File: src/rtl/core/assert_macros.svh
`ifndef ASSERT_MACROS_SVH
`define ASSERT_MACROS_SVH

// Checked on every rising clock edge while the block is out of reset.
`define SQSV_ASSERT(name, prop, msg) \
  name: assert property (@(posedge clk_i) disable iff (!rst_ni) prop) else $error(msg);

// Checked on every rising clock edge, reset included.
`define SQSV_ASSERT_ALWAYS(name, prop, msg) \
  name: assert property (@(posedge clk_i) prop) else $error(msg);

`endif

File: src/rtl/core/sqsv_pkg.sv
`timescale 1ns / 1ps

package sqsv_pkg;

  localparam int unsigned DEF_SINE_DEPTH = 256;
  localparam int unsigned DEF_TIME_BITS  = 20;
  localparam int unsigned DEF_PHASE_BITS = 32;

  localparam int unsigned CFG_IDX_W  = 3;
  localparam int unsigned CFG_DATA_W = 64;

  // Envelope values are Q16 with 65536 = 1.0.
  localparam int unsigned Q16_W = 17;
  localparam logic [Q16_W-1:0] Q16_ONE = 17'd65536;

  localparam logic [15:0] RST_OUT_GAIN   = 16'd16384;
  localparam logic [30:0] RST_BASE_STEP  = 31'd39370534;
  localparam logic [30:0] RST_LFO_STEP   = 31'd447392;
  localparam logic [59:0] RST_AMP_TIMES  = 60'd15832977506308800;
  localparam logic [59:0] RST_FREQ_TIMES = 60'd15832977506308800;
  localparam logic [63:0] RST_LEVELS     = 64'd1844815149583807283;

  typedef enum logic [CFG_IDX_W-1:0] {
    REG_OUT_GAIN   = 3'd0,
    REG_BASE_STEP  = 3'd1,
    REG_LFO_STEP   = 3'd2,
    REG_AMP_TIMES  = 3'd3,
    REG_FREQ_TIMES = 3'd4,
    REG_LEVELS     = 3'd5
  } reg_idx_e;

  typedef enum logic [1:0] {
    NOTE_IDLE     = 2'd0,
    NOTE_HELD     = 2'd1,
    NOTE_RELEASED = 2'd2
  } note_e;

  // One entry of the sine table, evaluated at elaboration only. The phase index
  // is spread over 16 bits, folded into a quarter wave and run through a
  // seventh order Taylor series in Q30.
  function automatic logic [15:0] sine_entry(input int unsigned idx, input int unsigned lg);
    logic [63:0] u, q, quad, theta, x2, t, s;
    u = (64'(idx) << (16 - lg)) & 64'hFFFF;
    quad = u >> 14;
    q = u & 64'h3FFF;
    if (quad[0]) begin
      q = 64'd16384 - q;
    end
    theta = q * 64'd102944;
    x2 = (theta * theta) >> 30;
    t = (64'd1 << 30) - x2 / 64'd42;
    t = (64'd1 << 30) - ((x2 * t) >> 30) / 64'd20;
    t = (64'd1 << 30) - ((x2 * t) >> 30) / 64'd6;
    s = ((theta * t) >> 30) >> 15;
    if (s > 64'd32767) begin
      s = 64'd32767;
    end
    return (quad >= 64'd2) ? (~s[15:0] + 16'd1) : s[15:0];
  endfunction

endpackage

File: src/rtl/core/square_synth_voice_adsr_lfo.sv
`timescale 1ns / 1ps

// Channel    Direction  Handshake              Payload
// s_axis     in         tvalid / tready        tdata[1:0] note_state
// m_axis     out        tvalid / tready        tdata[15:0] sample, tuser channel, tlast last
// cfg        in         cfg_we_i               cfg_idx_i register, cfg_wdata_i value
//
// One frame request runs at most two envelope divisions through the shared
// restoring divider, then two samples through the shared multiplier, nine
// steps each.
// Input ready is low from acceptance until the right sample is loaded.
// A stalled output holds the sequencer before its next sample is loaded.
// Reset clears the time count, release start, phases and note history; no clearing pass is needed.
module square_synth_voice_adsr_lfo import sqsv_pkg::*; #(
  parameter int unsigned SINE_TABLE_DEPTH = DEF_SINE_DEPTH,
  parameter int unsigned TIME_BITS        = DEF_TIME_BITS,
  parameter int unsigned PHASE_BITS       = DEF_PHASE_BITS
) (
  input  logic                  clk_i,
  input  logic                  rst_ni,
  input  logic                  s_axis_tvalid,
  output logic                  s_axis_tready,
  input  logic [7:0]            s_axis_tdata,   // [1:0] note_state
  output logic                  m_axis_tvalid,
  input  logic                  m_axis_tready,
  output logic [15:0]           m_axis_tdata,   // [15:0] sample
  output logic                  m_axis_tuser,   // [0] channel
  output logic                  m_axis_tlast,
  input  logic                  cfg_we_i,
  input  logic [CFG_IDX_W-1:0]  cfg_idx_i,
  input  logic [CFG_DATA_W-1:0] cfg_wdata_i
);

`include "assert_macros.svh"

  localparam int unsigned TB      = TIME_BITS;
  localparam int unsigned TC_W    = TIME_BITS + 2;
  localparam int unsigned TIMES_W = 3 * TIME_BITS;
  localparam int unsigned PB      = PHASE_BITS;
  localparam int unsigned LG      = $clog2(SINE_TABLE_DEPTH);
  localparam int unsigned NUM_W   = TIME_BITS + Q16_W;
  localparam int unsigned MA_W    = 33;
  localparam int unsigned MB_W    = 19;
  localparam int unsigned MP_W    = MA_W + MB_W;

  typedef enum logic [3:0] {
    ST_IDLE, ST_ENV, ST_NUM, ST_DIV, ST_FSTEP, ST_FSTEPR, ST_LFO1, ST_ROM1,
    ST_MOD, ST_STEP, ST_OSC, ST_ROM2, ST_AMPM, ST_GAIN, ST_OUT
  } state_e;

  typedef enum logic [2:0] {
    ENV_ATTACK, ENV_DECAY, ENV_RELEASE, ENV_SUSTAIN, ENV_OFF
  } env_mode_e;

  // Configuration registers.
  logic [15:0] gain_q;
  logic [30:0] base_q, lfo_step_q;
  logic [59:0] amp_times_q, freq_times_q;
  logic [63:0] levels_q;

  always_ff @(posedge clk_i or negedge rst_ni) begin
    if (!rst_ni) begin
      gain_q <= RST_OUT_GAIN;
      base_q <= RST_BASE_STEP;
      lfo_step_q <= RST_LFO_STEP;
      amp_times_q <= RST_AMP_TIMES;
      freq_times_q <= RST_FREQ_TIMES;
      levels_q <= RST_LEVELS;
    end else if (cfg_we_i) begin
      unique case (cfg_idx_i)
        REG_OUT_GAIN:   gain_q <= cfg_wdata_i[15:0];
        REG_BASE_STEP:  base_q <= cfg_wdata_i[30:0];
        REG_LFO_STEP:   lfo_step_q <= cfg_wdata_i[30:0];
        REG_AMP_TIMES:  amp_times_q <= cfg_wdata_i[59:0];
        REG_FREQ_TIMES: freq_times_q <= cfg_wdata_i[59:0];
        REG_LEVELS:     levels_q <= cfg_wdata_i;
        default: ;
      endcase
    end
  end

  // Sine table, registered read.
  logic [15:0] sine_rom [SINE_TABLE_DEPTH];
  logic [15:0] rom_q;

  for (genvar g = 0; g < SINE_TABLE_DEPTH; g++) begin : g_rom
    assign sine_rom[g] = sine_entry(g, LG);
  end

  // Voice state and sequencer registers.
  state_e           state_q;
  env_mode_e        mode_q;
  logic [1:0]       note_q, prev_q;
  logic [TC_W-1:0]  tc_q, rs_q;
  logic [PB-1:0]    osc_q, lfo_q;
  logic             sel_q, k_q, high_q;
  logic [Q16_W:0]   env_pitch_q;
  logic [Q16_W-1:0] env_amp_q;
  logic [TB-1:0]    den_q;
  logic [31:0]      fstep_q;
  logic             out_valid_q, out_k_q;
  logic [15:0]      out_data_q;
  logic signed [MP_W-1:0] prod_q;

  always_ff @(posedge clk_i) begin
    rom_q <= sine_rom[lfo_q[PB-1 -: LG]];
  end

  // Envelope selection for the current pass (pitch first, then amplitude).
  logic [TIMES_W-1:0] times_ext;
  logic [TB-1:0]    t_a, t_d, t_r;
  logic [15:0]      lvl_s;
  logic [TC_W-1:0]  rel;
  logic [TB:0]      a_plus_d;
  env_mode_e        mode_d;
  logic [TB-1:0]    env_num_a, env_den;
  logic [Q16_W-1:0] env_num_b;

  always_comb begin
    times_ext = TIMES_W'(sel_q ? amp_times_q : freq_times_q);
    t_a = times_ext[0 +: TB];
    t_d = times_ext[TB +: TB];
    t_r = times_ext[2*TB +: TB];
    lvl_s = sel_q ? levels_q[15:0] : levels_q[31:16];
    rel = (tc_q >= rs_q) ? (tc_q - rs_q) : '0;
    a_plus_d = {1'b0, t_a} + {1'b0, t_d};
    mode_d = ENV_OFF;
    env_num_a = '0;
    env_num_b = '0;
    env_den = t_a;
    if (note_q == NOTE_HELD) begin
      if (tc_q < TC_W'(t_a)) begin
        mode_d = ENV_ATTACK;
        env_num_a = tc_q[TB-1:0];
        env_num_b = Q16_ONE;
      end else if (tc_q < TC_W'(a_plus_d)) begin
        mode_d = ENV_DECAY;
        env_num_a = tc_q[TB-1:0] - t_a;
        env_num_b = Q16_ONE - {1'b0, lvl_s};
        env_den = t_d;
      end else begin
        mode_d = ENV_SUSTAIN;
      end
    end else if (note_q == NOTE_RELEASED && rel < TC_W'(t_r)) begin
      mode_d = ENV_RELEASE;
      env_num_a = t_r - rel[TB-1:0];
      env_num_b = {1'b0, lvl_s};
      env_den = t_r;
    end
  end

  // Shared divider.
  logic             div_start, div_done;
  logic [NUM_W-1:0] div_quot;
  logic [Q16_W-1:0] q17;

  assign div_start = (state_q == ST_NUM);
  assign q17 = div_quot[Q16_W-1:0];

  sqsv_div #(
    .NUM_W (NUM_W),
    .DEN_W (TB)
  ) u_div (
    .clk_i   (clk_i),
    .rst_ni  (rst_ni),
    .start_i (div_start),
    .num_i   (prod_q[NUM_W-1:0]),
    .den_i   (den_q),
    .done_o  (div_done),
    .quot_o  (div_quot)
  );

  // Products divided by 2^15 or 2^17, truncated toward zero.
  logic signed [32:0] lfo_prod;
  logic signed [17:0] lfo_term;
  logic signed [19:0] fact;
  logic signed [18:0] amp;
  logic signed [35:0] gain_prod;
  logic signed [18:0] v, v_sgn;
  logic [15:0]        v_sat;

  always_comb begin
    lfo_prod = prod_q[32:0];
    lfo_term = 18'((lfo_prod + (lfo_prod[32] ? 33'sd32767 : 33'sd0)) >>> 15);
    fact = 20'sd65536 + 20'(lfo_term);
    amp = $signed({2'b0, env_amp_q}) + 19'(lfo_term);
    gain_prod = prod_q[35:0];
    v = 19'((gain_prod + (gain_prod[35] ? 36'sd131071 : 36'sd0)) >>> 17);
    v_sgn = high_q ? v : -v;
    if (v_sgn > 19'sd32767) begin
      v_sat = 16'h7FFF;
    end else if (v_sgn < -19'sd32768) begin
      v_sat = 16'h8000;
    end else begin
      v_sat = v_sgn[15:0];
    end
  end

  // Shared multiplier operands.
  logic signed [MA_W-1:0] mul_a;
  logic signed [MB_W-1:0] mul_b;

  always_comb begin
    mul_a = '0;
    mul_b = '0;
    unique case (state_q)
      ST_ENV: begin
        mul_a = $signed(MA_W'(env_num_a));
        mul_b = $signed(MB_W'(env_num_b));
      end
      ST_FSTEP: begin
        mul_a = $signed(MA_W'(base_q));
        mul_b = $signed(MB_W'(env_pitch_q));
      end
      ST_MOD: begin
        mul_a = $signed(MA_W'(levels_q[63:48]));
        mul_b = MB_W'($signed(rom_q));
      end
      ST_STEP: begin
        mul_a = $signed({1'b0, fstep_q});
        mul_b = fact[MB_W-1:0];
      end
      ST_AMPM: begin
        mul_a = $signed(MA_W'(levels_q[47:32]));
        mul_b = MB_W'($signed(rom_q));
      end
      ST_GAIN: begin
        mul_a = MA_W'(amp);
        mul_b = $signed(MB_W'(gain_q));
      end
      default: ;
    endcase
  end

  always_ff @(posedge clk_i) begin
    prod_q <= mul_a * mul_b;
  end

  logic in_acc, out_acc, out_load;
  assign in_acc = s_axis_tvalid && s_axis_tready;
  assign out_acc = m_axis_tvalid && m_axis_tready;
  assign out_load = (state_q == ST_OUT) && (!out_valid_q || m_axis_tready);

  always_ff @(posedge clk_i or negedge rst_ni) begin
    if (!rst_ni) begin
      state_q <= ST_IDLE;
      mode_q <= ENV_OFF;
      note_q <= NOTE_IDLE;
      prev_q <= NOTE_IDLE;
      tc_q <= '0;
      rs_q <= '0;
      osc_q <= '0;
      lfo_q <= '0;
      sel_q <= 1'b0;
      k_q <= 1'b0;
      high_q <= 1'b0;
      out_valid_q <= 1'b0;
      out_k_q <= 1'b0;
    end else begin
      if (out_load) begin
        out_valid_q <= 1'b1;
      end else if (out_acc) begin
        out_valid_q <= 1'b0;
      end
      unique case (state_q)
        ST_IDLE: begin
          if (in_acc) begin
            note_q <= s_axis_tdata[1:0];
            if (s_axis_tdata[1:0] == NOTE_RELEASED && prev_q != NOTE_RELEASED) begin
              rs_q <= tc_q;
            end
            sel_q <= 1'b0;
            state_q <= ST_ENV;
          end
        end
        ST_ENV: begin
          mode_q <= mode_d;
          den_q <= env_den;
          if (mode_d == ENV_ATTACK || mode_d == ENV_DECAY || mode_d == ENV_RELEASE) begin
            state_q <= ST_NUM;
          end else begin
            if (sel_q) begin
              env_amp_q <= (mode_d == ENV_SUSTAIN) ? {1'b0, lvl_s} : '0;
              state_q <= ST_FSTEP;
            end else begin
              env_pitch_q <= (mode_d == ENV_SUSTAIN) ? {2'b0, lvl_s} : {1'b0, Q16_ONE};
              sel_q <= 1'b1;
            end
          end
        end
        ST_NUM: begin
          state_q <= ST_DIV;
        end
        ST_DIV: begin
          if (div_done) begin
            if (sel_q) begin
              unique case (mode_q)
                ENV_ATTACK: env_amp_q <= q17;
                ENV_DECAY:  env_amp_q <= Q16_ONE - q17;
                default:    env_amp_q <= q17;
              endcase
              state_q <= ST_FSTEP;
            end else begin
              unique case (mode_q)
                ENV_ATTACK: env_pitch_q <= {1'b0, Q16_ONE} + {1'b0, q17};
                ENV_DECAY:  env_pitch_q <= {Q16_ONE, 1'b0} - {1'b0, q17};
                default:    env_pitch_q <= {1'b0, q17};
              endcase
              sel_q <= 1'b1;
              state_q <= ST_ENV;
            end
          end
        end
        ST_FSTEP: state_q <= ST_FSTEPR;
        ST_FSTEPR: begin
          fstep_q <= prod_q[47:16];
          k_q <= 1'b0;
          state_q <= ST_LFO1;
        end
        ST_LFO1: begin
          lfo_q <= lfo_q + PB'(lfo_step_q);
          state_q <= ST_ROM1;
        end
        ST_ROM1: state_q <= ST_MOD;
        ST_MOD:  state_q <= ST_STEP;
        ST_STEP: state_q <= ST_OSC;
        ST_OSC: begin
          high_q <= !osc_q[PB-1];
          osc_q <= osc_q + prod_q[16 +: PB];
          lfo_q <= lfo_q + PB'(lfo_step_q);
          state_q <= ST_ROM2;
        end
        ST_ROM2: state_q <= ST_AMPM;
        ST_AMPM: state_q <= ST_GAIN;
        ST_GAIN: state_q <= ST_OUT;
        ST_OUT: begin
          if (out_load) begin
            out_data_q <= v_sat;
            out_k_q <= k_q;
            if (!k_q) begin
              k_q <= 1'b1;
              state_q <= ST_LFO1;
            end else begin
              if (tc_q != '1) begin
                tc_q <= tc_q + TC_W'(1);
              end
              prev_q <= note_q;
              state_q <= ST_IDLE;
            end
          end
        end
        default: state_q <= ST_IDLE;
      endcase
    end
  end

  assign s_axis_tready = (state_q == ST_IDLE);
  assign m_axis_tvalid = out_valid_q;
  assign m_axis_tdata = out_data_q;
  assign m_axis_tuser = out_k_q;
  assign m_axis_tlast = out_k_q;

  `SQSV_ASSERT(a_busy_after_req, in_acc |=> !s_axis_tready, "input taken while busy")
  `SQSV_ASSERT(a_time_monotonic, tc_q >= $past(tc_q), "time count went backward")
  `SQSV_ASSERT(a_div_in_div_state, div_done |-> state_q == ST_DIV, "divider done out of step")

endmodule

File: src/rtl/core/sqsv_div.sv
`timescale 1ns / 1ps

// Restoring divider, one quotient bit per cycle.
module sqsv_div import sqsv_pkg::*; #(
  parameter int unsigned NUM_W = 37,
  parameter int unsigned DEN_W = 20
) (
  input  logic             clk_i,
  input  logic             rst_ni,
  input  logic             start_i,
  input  logic [NUM_W-1:0] num_i,
  input  logic [DEN_W-1:0] den_i,
  output logic             done_o,
  output logic [NUM_W-1:0] quot_o
);

  localparam int unsigned CNT_W = $clog2(NUM_W + 1);

  logic [DEN_W-1:0] rem_q, rem_d;
  logic [NUM_W-1:0] quo_q, quo_d;
  logic [DEN_W-1:0] den_q;
  logic [CNT_W-1:0] cnt_q, cnt_d;
  logic             busy_q, busy_d, done_q, done_d;
  logic [DEN_W:0]   shifted, trial;
  logic             fits;

  always_comb begin
    shifted = {rem_q, quo_q[NUM_W-1]};
    trial = shifted - {1'b0, den_q};
    fits = (shifted >= {1'b0, den_q});
    rem_d = rem_q;
    quo_d = quo_q;
    cnt_d = cnt_q;
    busy_d = busy_q;
    done_d = 1'b0;
    if (start_i) begin
      rem_d = '0;
      quo_d = num_i;
      cnt_d = CNT_W'(NUM_W);
      busy_d = 1'b1;
    end else if (busy_q) begin
      rem_d = fits ? trial[DEN_W-1:0] : shifted[DEN_W-1:0];
      quo_d = {quo_q[NUM_W-2:0], fits};
      cnt_d = cnt_q - CNT_W'(1);
      if (cnt_q == CNT_W'(1)) begin
        busy_d = 1'b0;
        done_d = 1'b1;
      end
    end
  end

  always_ff @(posedge clk_i or negedge rst_ni) begin
    if (!rst_ni) begin
      busy_q <= 1'b0;
      done_q <= 1'b0;
      cnt_q <= '0;
    end else begin
      busy_q <= busy_d;
      done_q <= done_d;
      cnt_q <= cnt_d;
    end
  end

  always_ff @(posedge clk_i) begin
    rem_q <= rem_d;
    quo_q <= quo_d;
    if (start_i) begin
      den_q <= den_i;
    end
  end

  assign done_o = done_q;
  assign quot_o = quo_q;

endmodule
File: config.mk
export PLATFORM = sky130hd
export DESIGN_NAME = square_synth_voice_adsr_lfo
export DESIGN_NICKNAME = d
export VERILOG_FILES = /design/src/rtl/core/sqsv_pkg.sv /design/src/rtl/core/square_synth_voice_adsr_lfo.sv /design/src/rtl/core/sqsv_div.sv
export VERILOG_INCLUDE_DIRS = /design/src /design/src/rtl/core
export SDC_FILE = /design/constraint.sdc
export NUM_CORES = 2
export LEC_CHECK = 0
export ABC_AREA = 1
export BUFFER_PORTS_ARGS = -buffer_cell sky130_fd_sc_hd__buf_2
export CORE_AREA = 2 2 399 401
export DETAILED_ROUTE_END_ITERATION = 16
export DIE_AREA = 0 0 401 403
export REMOVE_ABC_BUFFERS = 1
export SETUP_SLACK_MARGIN = 0.2
export SLEW_MARGIN = 20
export SYNTH_ARGS = -nofsm -noshare
export SYNTH_HDL_FRONTEND = slang
export SYNTH_SLANG_ARGS = --single-unit
File: constraint.sdc
create_clock -name clk_i -period 13.9 [get_ports clk_i]
set_input_delay 1.39 -clock clk_i [delete_from_list [all_inputs] [get_ports clk_i]]
set_output_delay 1.39 -clock clk_i [all_outputs]
set_load 0.01 [all_outputs]
==> summary.txt <==
design area - 0.0686 sq mm
Synth Instances - 8067
setup TNS - 0 ns
CTS tree - yes
CTS Sinks - 638
drt via density - 5.44
die width - 401 microns
r2r worst-path depth - 63
number of global-route vias before repair - 55864
Synth area leader - fa_1
Finished Layout Cells - 10245
max-slew violation count - 0
Port Buf Inserts - 93
dominant cells by area after synthesis - fa_1, dfrtp_1, nand2_1
Worst EP arrival - 13.60 ns
HP Start - den_q[17]
top_reg_cell synth - dfrtp_1
Max Clk Rate - 0.0768 GHz
CTS Buf Count - 76
Root Buffer Master - clkbuf_16
setup violators final - 0
drt pass-1 iters - 6
worst hold stages - 0
DRT antenna net count - 0
Die Area - 0.162 sq mm
largest net degree at the start of global routing - 163
RR Endpoint - prod_q[47]
clk_lat worst skew - 0.70 ns
post-synthesis sequential area ratio - 26.2%
period utilization - 93.7%
Area Overhead vs Synth - 9.50%
row count - 146
Die Y - 403 microns
most common cell in the netlist - nand2_1
CP max FO - 38
Slew headroom - 12.4%
detailed placement HPWL - 183000 microns
Yosys warning count - 0
CP required - 14.48 ns
Design Power - 13.2 mW
Vias - 55688
CP max-delay cell - fa_1
Post-synth EDFFs - 160
worst vdd ir - 0.112 mV
Max stage delay on crit path - 0.58 ns
reg2reg setup slack - 0.88 ns
layout cells sized above 1 - 7.96%
CTS clk-pin slew, worst paths - 0.06 ns
DRC viols - 0
Netlist Area Pre-Place - 0.0627 sq mm
r2r startpoint - sel_q
Crit Path Category - reg2reg
Post-Place Cells - 10098
Clock Tree Buf Depth - 3
crit path launch type - flip-flop
DR iter-0 viols - 5904
hold endpoint - u_div.den_q[17]
CP Capture Type - flip-flop
instance area at placement - 0.0659 sq mm
Final GP Congestion - 1.00
RSZ-0062 raised after global routing - false
area share of the largest cell type after synthesis - 18.6%
syn_area_per_cell - 7.77 sq um
Initial Utilization - 39.8%
LEAKAGE - 34.2 nW
max-capacitance violation count - 0
total grt overflow - 0
power per cell area - 192 mW/mm^2
DR WL/cell - 22.6 microns
Async SR Flop Fraction - 61.8%
final clock skew - 0.0451 ns
Synth top cells by count - nand2_1, inv_1, o21ai_0, fa_1, nor2_1
nets - 9176
Worst path most repeated cell - nand2_1
Core Area - 0.157 sq mm
final hold vios - 0
status - finished clean
FF+latch count, synth - 638
total track usage - 28.7%
Fin Hold WS - 0.402 ns
IO Pins - 100
hold_buf cts - 0
Worst-Margin Slew - 1.30 ns
min Tclk post-route - 13.02 ns
library cells used by synthesis - 82
worst min-delay path class - reg2reg
Routed WL - 231000 microns
H-tree depth - 3
initial antenna violation count - 5
global-route wire length before repair - 351000 microns
==> how the worst max path moves through the flow <==
stage / startpoint / end / slack, ns / depth (start not counted)
after floorplan: sel_q / prod_q[40] / -0.22 / 57
after global placement: sel_q / prod_q[47] / 0.51 / 60
after detailed placement: sel_q / prod_q[47] / 0.44 / 60
after CTS: sel_q / prod_q[47] / 0.41 / 60
after global routing: sel_q / prod_q[47] / 0.19 / 66
final: sel_q / prod_q[47] / 0.88 / 63
==> sequential cells by signal, indices dropped and copies added, names as in the netlist, 17 cells and up <==
register      flops
env_pitch_q      18
osc_q            32
u_div.rem_q      20
tc_q             22
levels_q         64
amp_times_q      60
env_amp_q        17
u_div.den_q      20
rs_q             22
freq_times_q     60
lfo_step_q       31
base_q           31
u_div.quot_o     37
prod_q           48
lfo_q            32
den_q            20
fstep_q          32
==> stage by stage <==
step	utilization, %	setup WS, ns
floorplan	-	-0.219
global placement	41.8	0.512
detailed placement	41.8	0.437
CTS	43.5	0.407
global route	43.6	0.193
finish	43.6	0.879
==> cell type report <==
type / instances / area (sq um)
inverter: 1443 / 5440
antenna: 3 / 7.51
clock inverter: 33 / 408
timing repair buffer: 247 / 1660
multi-input combinational: 5701 / 39900
tap: 2072 / 2590
fill: 16028 / 88800
sequential: 638 / 16500
clock buffer: 108 / 2230
==> worst max-delay path, delay by kind of cell (launching register included) <==
family                   cells  cell delay, ns
adder cells (fa/ha/maj)     11            4.91
buffers and inverters       13            1.65
flip-flops                   1            0.54
AND/OR/NAND/NOR             22            2.40
AO/OA/AOI/OAI               17            3.32
==> kinds of logic after synthesis <==
family                   count (synthesis)  share of synthesized area, %
multiplexers                             9                         0.170
adder cells (fa/ha/maj)                989                          26.7
flip-flops                             638                          26.2
XOR/XNOR                               201                          2.82
buffers and inverters                 1728                          10.5
AND/OR/NAND/NOR                       2963                          19.4
AO/OA/AOI/OAI                         1539                          14.2
==> power breakdown <==
part           total (mW)  switching [mW]  leakage, nW  internal [mW]
clock                2.11           0.901         1.29           1.21
combinational        8.09            5.58         26.0           2.51
sequential           2.95           0.385         6.94           2.57
==> metal layers <==
metal	global-route usage, %	wire [microns]	vias to the layer above
li1	-	-	25864
met1	38.4	98500	27315
met2	45.7	104000	2041
met3	4.46	17100	462
met4	13.0	11500	6
met5	0	42	-
==> cell usage in the layout, fill, tap and decap left out, types with 84 or more instances in the layout <==
cell and instances:
a21oi_1 413, buf_2 92, buf_4 149, dfrtp_1 310, dfxtp_1 84, edfxtp_1 160
fa_1 582, ha_1 407, inv_1 1397, nand2_1 1864, nand3_1 210, nor2_1 563
nor3_1 89, o21ai_0 697, xnor2_1 86, xor2_1 114
==> repair_timing <==
item	in CTS	in global routing
endpoints found under the setup margin	0	13
gates resized for setup	0	26
setup buffers	0	3
(Power assumes the default switching activity.)
